==> src/design/tbbf_pkg.sv <==
// shared constants, types and hash step functions for the two-hash bloom filter
`default_nettype none

package tbbf_pkg;

   // running hash width and seeds
   localparam int HASH_W = 64;
   localparam logic [HASH_W-1:0] FNV_SEED = 64'hCBF2_9CE4_8422_2325;
   localparam logic [HASH_W-1:0] DJB_SEED = 64'd5381;

   // default filter size in bits
   localparam int DEFAULT_FILTER_BITS = 1024;

   // index reduction widths: 16-bit chunk fold, then barrett on the folded sum
   localparam int CHUNK_W = 16;
   localparam int FOLD_W = 34;
   localparam int BARRETT_K = 34;
   localparam int RECIP_W = 32;
   localparam int REM_W = 18;

   // operation codes
   typedef enum logic {
      OP_ADD = 1'b0,
      OP_QUERY = 1'b1
   } op_type;

   // fnv-1a step: xor the byte, then times prime 2^40 + 0x1b3, mod 2^64
   function automatic logic [HASH_W-1:0] fnv_step(input logic [HASH_W-1:0] h,
                                                  input logic [7:0] b);
      logic [HASH_W-1:0] x;
      x = h ^ {56'd0, b};
      return (x << 40) + (x << 8) + (x << 7) + (x << 5) + (x << 4) + (x << 1) + x;
   endfunction

   // djb2 step: hash * 33 + byte, mod 2^64
   function automatic logic [HASH_W-1:0] djb_step(input logic [HASH_W-1:0] h,
                                                  input logic [7:0] b);
      return (h << 5) + h + {56'd0, b};
   endfunction

endpackage

`default_nettype wire

==> src/design/tbbf_reduce.sv <==
// pipelined reduction of a 64-bit hash modulo the filter size (four register stages)
`default_nettype none

module tbbf_reduce #(
   parameter int FILTER_BITS = tbbf_pkg::DEFAULT_FILTER_BITS,
   localparam int IDX_W = $clog2(FILTER_BITS)
) (
   input  wire logic                        clock,
   input  wire logic                        enable,
   input  wire logic [tbbf_pkg::HASH_W-1:0] hash,
   output logic      [IDX_W-1:0]            index
);

   // 2^(16*i) mod n for the chunk fold
   localparam logic [tbbf_pkg::CHUNK_W-1:0] R1 =
      tbbf_pkg::CHUNK_W'((64'd1 << 16) % 64'(FILTER_BITS));
   localparam logic [tbbf_pkg::CHUNK_W-1:0] R2 =
      tbbf_pkg::CHUNK_W'((64'd1 << 32) % 64'(FILTER_BITS));
   localparam logic [tbbf_pkg::CHUNK_W-1:0] R3 =
      tbbf_pkg::CHUNK_W'((64'd1 << 48) % 64'(FILTER_BITS));
   // barrett reciprocal floor(2^k / n)
   localparam logic [63:0] RECIP64 = (64'd1 << tbbf_pkg::BARRETT_K) / 64'(FILTER_BITS);
   localparam logic [tbbf_pkg::RECIP_W-1:0] RECIP = RECIP64[tbbf_pkg::RECIP_W-1:0];
   localparam logic [tbbf_pkg::REM_W-1:0] MODULUS = tbbf_pkg::REM_W'(FILTER_BITS);

   localparam int PROD_W = tbbf_pkg::FOLD_W + tbbf_pkg::RECIP_W;

   logic [2*tbbf_pkg::CHUNK_W-1:0] prod1, prod2, prod3;
   logic [tbbf_pkg::FOLD_W-1:0]    fold_in, fold_ff;
   logic [PROD_W-1:0]              recip_prod;
   logic [tbbf_pkg::REM_W-1:0]     quot_in, quot_ff, low_ff;
   logic [2*tbbf_pkg::REM_W-1:0]   quot_mul;
   logic [tbbf_pkg::REM_W-1:0]     rem_in, rem_ff, rem_fix1, rem_fix2;
   logic [IDX_W-1:0]               index_ff;

   // fold the four 16-bit chunks into a congruent 34-bit sum
   always_comb begin
      prod1 = hash[31:16] * R1;
      prod2 = hash[47:32] * R2;
      prod3 = hash[63:48] * R3;
      fold_in = {18'd0, hash[15:0]} + {2'd0, prod1} + {2'd0, prod2} + {2'd0, prod3};
   end

   // quotient estimate, low bits only since the remainder stays below 2^18
   always_comb begin
      recip_prod = PROD_W'(fold_ff) * PROD_W'(RECIP);
      quot_in = recip_prod[tbbf_pkg::BARRETT_K +: tbbf_pkg::REM_W];
   end

   // remainder estimate, under three times the modulus
   always_comb begin
      quot_mul = quot_ff * MODULUS;
      rem_in = low_ff - quot_mul[tbbf_pkg::REM_W-1:0];
   end

   // two conditional subtracts finish the reduction
   always_comb begin
      rem_fix1 = (rem_ff >= MODULUS) ? rem_ff - MODULUS : rem_ff;
      rem_fix2 = (rem_fix1 >= MODULUS) ? rem_fix1 - MODULUS : rem_fix1;
   end

   // pipeline registers
   always_ff @(posedge clock) begin
      if (enable) begin
         fold_ff <= fold_in;
         quot_ff <= quot_in;
         low_ff <= fold_ff[tbbf_pkg::REM_W-1:0];
         rem_ff <= rem_in;
         index_ff <= rem_fix2[IDX_W-1:0];
      end
   end

   assign index = index_ff;

endmodule

`default_nettype wire

==> src/design/two_hash_bloom_filter.sv <==
// two-hash bloom filter: byte-serial key hashing, index reduction and bit store
//
// req channel: one key byte per transaction with a last-byte flag and an
// operation (add or query); operation is looked at on the last byte only.
// rsp channel: one transaction per query key carrying likely_present; adds
// give no rsp transaction.
// Each byte updates the fnv-1a and djb2 running hashes in the cycle it is
// accepted. On the last byte both hashes go through a four-stage modulo
// reduction, then the bit store stage, then a registered read, and a query
// result goes from the read into the rsp result register.
// Throughput is one byte per cycle while the pipeline is not held; an add key
// holds the bit store stage for a second write, since the store has a single
// write port and takes its two bits in two writes.
// After reset the bit store is cleared one bit per cycle, index 0 up to
// FILTER_BITS-1, with req_ready low; the hashes start at their seeds.
// When the receiver stalls, the finished result stays in the rsp register and
// the whole pipeline holds, so req_ready drops until rsp is taken.
`default_nettype none

module two_hash_bloom_filter #(
   parameter int FILTER_BITS = tbbf_pkg::DEFAULT_FILTER_BITS
) (
   input  wire logic       clock,
   input  wire logic       reset,
   input  wire logic       req_valid,
   output logic            req_ready,
   input  wire logic [7:0] req_key_byte,
   input  wire logic       req_last_byte,
   input  wire logic       req_operation,
   output logic            rsp_valid,
   input  wire logic       rsp_ready,
   output logic            rsp_likely_present
);

   localparam int IDX_W = $clog2(FILTER_BITS);
   localparam logic [IDX_W-1:0] LAST_IDX = IDX_W'(FILTER_BITS - 1);

   logic [tbbf_pkg::HASH_W-1:0] fnv_ff, djb_ff, fnv_in, djb_in;
   logic [tbbf_pkg::HASH_W-1:0] key_fnv_ff, key_djb_ff;
   logic [5:0]                  vld_ff;
   logic [4:0]                  qry_ff;
   logic                        sub_ff;
   logic                        clearing_ff;
   logic [IDX_W-1:0]            clr_cnt_ff;
   logic [IDX_W-1:0]            idx_a, idx_b;
   logic                        filter_ff [FILTER_BITS];
   logic                        rd_a_ff, rd_b_ff;
   logic                        rsp_valid_ff, rsp_present_ff;
   logic                        accept, key_done, out_stall, add_hold, adv;
   logic                        mem_we, mem_wdata;
   logic [IDX_W-1:0]            mem_waddr;

   // pipeline control: hold everything while rsp is stalled or an add is mid-write
   always_comb begin
      out_stall = rsp_valid_ff && !rsp_ready;
      add_hold = vld_ff[4] && !qry_ff[4] && !sub_ff;
      adv = !out_stall && !add_hold;
      req_ready = adv && !clearing_ff;
      accept = req_valid && req_ready;
      key_done = accept && req_last_byte;
   end

   // running hash next values
   always_comb begin
      fnv_in = tbbf_pkg::fnv_step(fnv_ff, req_key_byte);
      djb_in = tbbf_pkg::djb_step(djb_ff, req_key_byte);
   end

   // running hashes, reseeded after every key
   always_ff @(posedge clock) begin
      if (reset) begin
         fnv_ff <= tbbf_pkg::FNV_SEED;
         djb_ff <= tbbf_pkg::DJB_SEED;
      end else if (accept) begin
         if (req_last_byte) begin
            fnv_ff <= tbbf_pkg::FNV_SEED;
            djb_ff <= tbbf_pkg::DJB_SEED;
         end else begin
            fnv_ff <= fnv_in;
            djb_ff <= djb_in;
         end
      end
   end

   // finished key hashes
   always_ff @(posedge clock) begin
      if (adv) begin
         key_fnv_ff <= fnv_in;
         key_djb_ff <= djb_in;
         qry_ff <= {qry_ff[3:0], req_operation == tbbf_pkg::OP_QUERY};
      end
   end

   // stage valids; only queries move past the bit store stage
   always_ff @(posedge clock) begin
      if (reset) begin
         vld_ff <= '0;
      end else if (adv) begin
         vld_ff <= {vld_ff[4] && qry_ff[4], vld_ff[3:0], key_done};
      end
   end

   // hash to bit index reduction, one unit per hash
   tbbf_reduce #(
      .FILTER_BITS(FILTER_BITS)
   ) u_reduce_a (
      .clock(clock),
      .enable(adv),
      .hash(key_fnv_ff),
      .index(idx_a)
   );

   tbbf_reduce #(
      .FILTER_BITS(FILTER_BITS)
   ) u_reduce_b (
      .clock(clock),
      .enable(adv),
      .hash(key_djb_ff),
      .index(idx_b)
   );

   // second write of an add
   always_ff @(posedge clock) begin
      if (reset) begin
         sub_ff <= 1'b0;
      end else if (adv) begin
         sub_ff <= 1'b0;
      end else if (add_hold) begin
         sub_ff <= 1'b1;
      end
   end

   // clearing pass after reset
   always_ff @(posedge clock) begin
      if (reset) begin
         clearing_ff <= 1'b1;
         clr_cnt_ff <= '0;
      end else if (clearing_ff) begin
         clr_cnt_ff <= clr_cnt_ff + 1'b1;
         if (clr_cnt_ff == LAST_IDX) begin
            clearing_ff <= 1'b0;
         end
      end
   end

   // bit store write port
   always_comb begin
      mem_we = clearing_ff || (vld_ff[4] && !qry_ff[4]);
      mem_wdata = !clearing_ff;
      if (clearing_ff) begin
         mem_waddr = clr_cnt_ff;
      end else if (sub_ff) begin
         mem_waddr = idx_b;
      end else begin
         mem_waddr = idx_a;
      end
   end

   // bit store with two registered read ports
   always_ff @(posedge clock) begin
      if (mem_we) begin
         filter_ff[mem_waddr] <= mem_wdata;
      end
      if (adv) begin
         rd_a_ff <= filter_ff[idx_a];
         rd_b_ff <= filter_ff[idx_b];
      end
   end

   // result register, emptied by its own handshake even while an add holds the pipeline
   always_ff @(posedge clock) begin
      if (reset) begin
         rsp_valid_ff <= 1'b0;
      end else if (adv) begin
         rsp_valid_ff <= vld_ff[5];
      end else if (rsp_valid_ff && rsp_ready) begin
         rsp_valid_ff <= 1'b0;
      end
   end

   always_ff @(posedge clock) begin
      if (adv && vld_ff[5]) begin
         rsp_present_ff <= rd_a_ff && rd_b_ff;
      end
   end

   assign rsp_valid = rsp_valid_ff;
   assign rsp_likely_present = rsp_present_ff;

   // no key is in flight while the store is being cleared
   assert property (@(posedge clock) disable iff (reset)
      clearing_ff |-> (vld_ff == '0))
      else $error("pipeline busy during clearing pass");

   // an add stays in the bit store stage for its second write
   assert property (@(posedge clock) disable iff (reset)
      (vld_ff[4] && !qry_ff[4] && !sub_ff) |=> (vld_ff[4] && sub_ff))
      else $error("add left the store stage before its second write");

   // a new result comes only from a query in the read stage
   assert property (@(posedge clock) disable iff (reset)
      $rose(rsp_valid_ff) |-> $past(vld_ff[5]))
      else $error("result without a query");

   // reduced indices fall inside the filter
   assert property (@(posedge clock) disable iff (reset)
      vld_ff[4] |-> ((32'(idx_a) < FILTER_BITS) && (32'(idx_b) < FILTER_BITS)))
      else $error("bit index out of range");

endmodule

`default_nettype wire

==> config.mk <==
export PLATFORM = sky130hd
export DESIGN_NAME = two_hash_bloom_filter
export DESIGN_NICKNAME = d
export VERILOG_FILES = /design/src/design/tbbf_pkg.sv /design/src/design/tbbf_reduce.sv /design/src/design/two_hash_bloom_filter.sv
export SDC_FILE = /design/constraint.sdc
export NUM_CORES = 2
export LEC_CHECK = 0
export BUFFER_PORTS_ARGS = -buffer_cell sky130_fd_sc_hd__buf_2
export CAP_MARGIN = 20
export CORE_UTILIZATION = 45
export DETAILED_ROUTE_END_ITERATION = 6
export GPL_ROUTABILITY_DRIVEN = 0
export PLACE_DENSITY = 0.61
export SYNTH_ARGS = -nofsm -noshare
export SYNTH_HDL_FRONTEND = slang
export SYNTH_SLANG_ARGS = --single-unit
==> constraint.sdc <==
create_clock -name clock -period 21 [get_ports clock]
set_input_delay 1.05 -clock clock [delete_from_list [all_inputs] [get_ports clock]]
set_output_delay 1.05 -clock clock [all_outputs]
set_load 0.05 [all_outputs]
==> flow_summary.toml <==
[run_status]
status = "finished, violations left"
violations = "design-rule violations"

[drt]
route.detailed.drc = 2
wl_per_cell_um = 31.5
drt-initial-drc-count = 5524
drtPass1Iterations = 7
vias = 38900
postRouteAntennaNets = 0
post_drt_via_cell_ratio = 6.52
totalWireLength_um = 188000

[flow_run]
maxCapViolCount = 0

[die]
chipWidth_um = 365
die_h_um = 365
coreArea_um2 = 130000
ios = 17
row_count = 132
start_util_pct = 45.6
die_area_um2 = 133000

[global_routing]
grt_usage_pct = 28.3
antenna_found_initial = 8
grt_pass1_wl_um = 268000
grt_pass1_vias = 38100
grt_max_degree = 192
overflow = 0

[cts]
cts_tree = "done"
clk_pin_slew_ns = 0.06
cts_made_buffers = 131
cts_sinks = 1171
clk_latency_ns = 0.79
clockBufferDepth = 3
postCtsHoldBufs = 0
root_buffer = "clkbuf_16"
h-tree-depth = 4
cts_resized = 0
cts_setup_buffers = 0

[yosys]
synthTopCellsByArea = "edfxtp_1, mux4_2, nor2_1, mux2i_1, dfxtp_1"
synth_edf_count = 1132
synth_top_family_by_area = "multiplexers"
yosys-mux-area-fraction_pct = 20.9
netlist.area_leader.share_pct = 57.2
synthXorXnorAreaFrac_pct = 0.613
yosys-top-cells-count = "edfxtp_1, nor2_1, mux4_2"
synth.avg_cell_area_um2 = 13.9
synth_fa_ha_area_share_pct = 1.24
synthCells = 4266
syn_area_um2 = 59400
synth_compound_area_share_pct = 4.82
yosysSeqAreaShare_pct = 58.5
syn-num-nets = 4331
ys_warn_count = 0
synth_cell_types = 77
synthSimpleGateAreaFrac_pct = 10.0
yosys.cell_count.top_type = "edfxtp_1"
yosys_register_bits = 1171
async_reset_ff_share_pct = 0
synth_top_cell_by_area = "edfxtp_1"
synth-main-ff-cell = "edfxtp_1"

[timing]
relSlewSlack_pct = 14.4
hold_viol_final = 0
fmax_mhz = 199
setup_viol = 0
setup_ws_ns = 15.97
worst_pin_slew_ns = 1.28
tns_ns = 0
slew_viol_final = 0
skew_ns = 0.0291
finalCritPeriodShare_pct = 24.0
rsz0062_at_grt = "no"
period_minus_slack_ns = 5.03

[layout]
regMostFlops = "filter_ff"
multi_input_area_um2 = 22500
largest_reg_flops = 1024
final_net_count = 4193
area_delta_synth_final_pct = 9.99
drive_gt1_share_pct = 19.0
regArea_um2 = 34800
fill_cells = 11300
fin_cells = 5968

[power]
netSwitchingPower_uw = 1570
internal-power_uw = 4180
leakage_uw = 0.0210
power_density_nw_per_um2 = 88.1
power_frac_seq_pct = 45.5
power_frac_clock_pct = 39.4
ir_worst_vdd_uv = 68.9
pwr-share-comb_pct = 15.1
p_sw_share_pct = 27.3

[min_path]
hold_path.class = "reg -> reg"

[placement]
placedCellCount = 5717
dp_slack_ns = 15.57
hpwl_um = 102000
port_buffers = 16

[worst_setup_path]
end_kind = "flip-flop"
crit_fanout = 102
start_kind = "flip-flop"
arrival_ns = 5.64
crit_type = "reg -> reg"
critPathRequiredTime_ns = 21.61
==> cell usage in the layout, fill, tap and decap left out, types with 9 or more instances in the layout <==
cell type,netlist,routed
ha_1,38,38
o22ai_1,49,49
o21ai_0,43,43
dfxtp_1,39,39
nor2_1,1127,1127
buf_16,0,28
clkbuf_16,0,137
edfxtp_1,1132,1132
mux4_1,12,12
nand2_4,0,22
mux4_2,435,435
buf_2,70,16
clkinv_2,0,20
mux2i_1,218,218
a211oi_1,14,14
nor3_1,43,41
inv_1,31,27
nor2b_1,20,19
nand3_1,17,17
clkbuf_1,192,28
xnor2_1,23,23
and2_1,9,9
buf_4,32,75
and3_1,11,11
a22oi_1,56,56
o221ai_1,73,73
clkinv_1,2,20
fa_1,13,13
a21oi_1,99,99
nand4_1,15,15
nand2b_1,12,11
nand2_1,191,158
xor2_1,16,16
o21bai_1,10,10
nand2_2,0,11
==> worst paths after layout <==
kind                              from                  end  slack, ns  depth (start not counted)
setup / recovery   u_reduce_b.index[0]              rd_b_ff      15.97                         11
hold / removal    u_reduce_b.rem_ff[9]  u_reduce_b.index[9]       0.40                          0
setup reg to reg   u_reduce_b.index[0]              rd_b_ff      15.97                         11
hold reg to reg   u_reduce_b.rem_ff[9]  u_reduce_b.index[9]       0.40                          0
==> worst max-delay path, cell delays in order, from the launching register on <==
cell and delay [ns]:
edfxtp_1 0.38, buf_12 0.52, buf_12 0.66, buf_4 0.75, mux2i_1 0.16, o221ai_1 0.29
a21oi_1 0.11, o21ai_0 0.20, nand4_1 0.19, a211oi_1 0.86, a32oi_1 0.27, o2111ai_1 0.18
==> kinds of logic after synthesis <==
family,count (synthesis)
AOI/OAI and AO/OA,415
xor gates and xnor gates,40
adders and majority gates,51
buffers and inverters,431
DFF,1171
muxes,672
and+or+nand+nor,1486
==> layer usage <==
metal  global-route usage [%]  vias to the layer above  routed length [um]
li1                         -                    16000                   -
met4                     12.6                        2                8340
met3                     6.53                      441               21200
met2                     43.5                     2202               86900
met1                     38.4                    20300               71400
met5                        0                        -                  14
==> power by group through the flow <==
stage	clock, uW	sequential, uW	combinational [uW]
3_3_place_gp	0	2670	841
4_1_cts	2290	2620	844
6_report	2270	2620	867
3_5_place_dp	0	2670	842
2_1_floorplan	0	2650	513
5_1_grt	2370	2620	886
==> final cells by class <==
class                      count  area share, %
sequential                  1171           53.2
timing repair buffer         126           2.37
clock inverter                61          0.862
multi-input combinational   2664           34.5
inverter                      34          0.211
clock buffer                 169           5.49
antenna                        1        0.00383
tap                         1742           3.34
==> metrics by stage <==
step / instance area (um2) / power (uW) / util, % / hold slack (ns)
floorplan: 59400 / 3160 / - / 0.400
global placement: 60400 / 3510 / 46.4 / 0.401
detailed placement: 60600 / 3510 / 46.6 / 0.405
CTS: 64800 / 5750 / 49.8 / 0.404
global route: 65300 / 5880 / 50.2 / 0.408
finish: 65300 / 5760 / 50.2 / 0.397
Note: power is estimated with default switching activity, not from simulation.
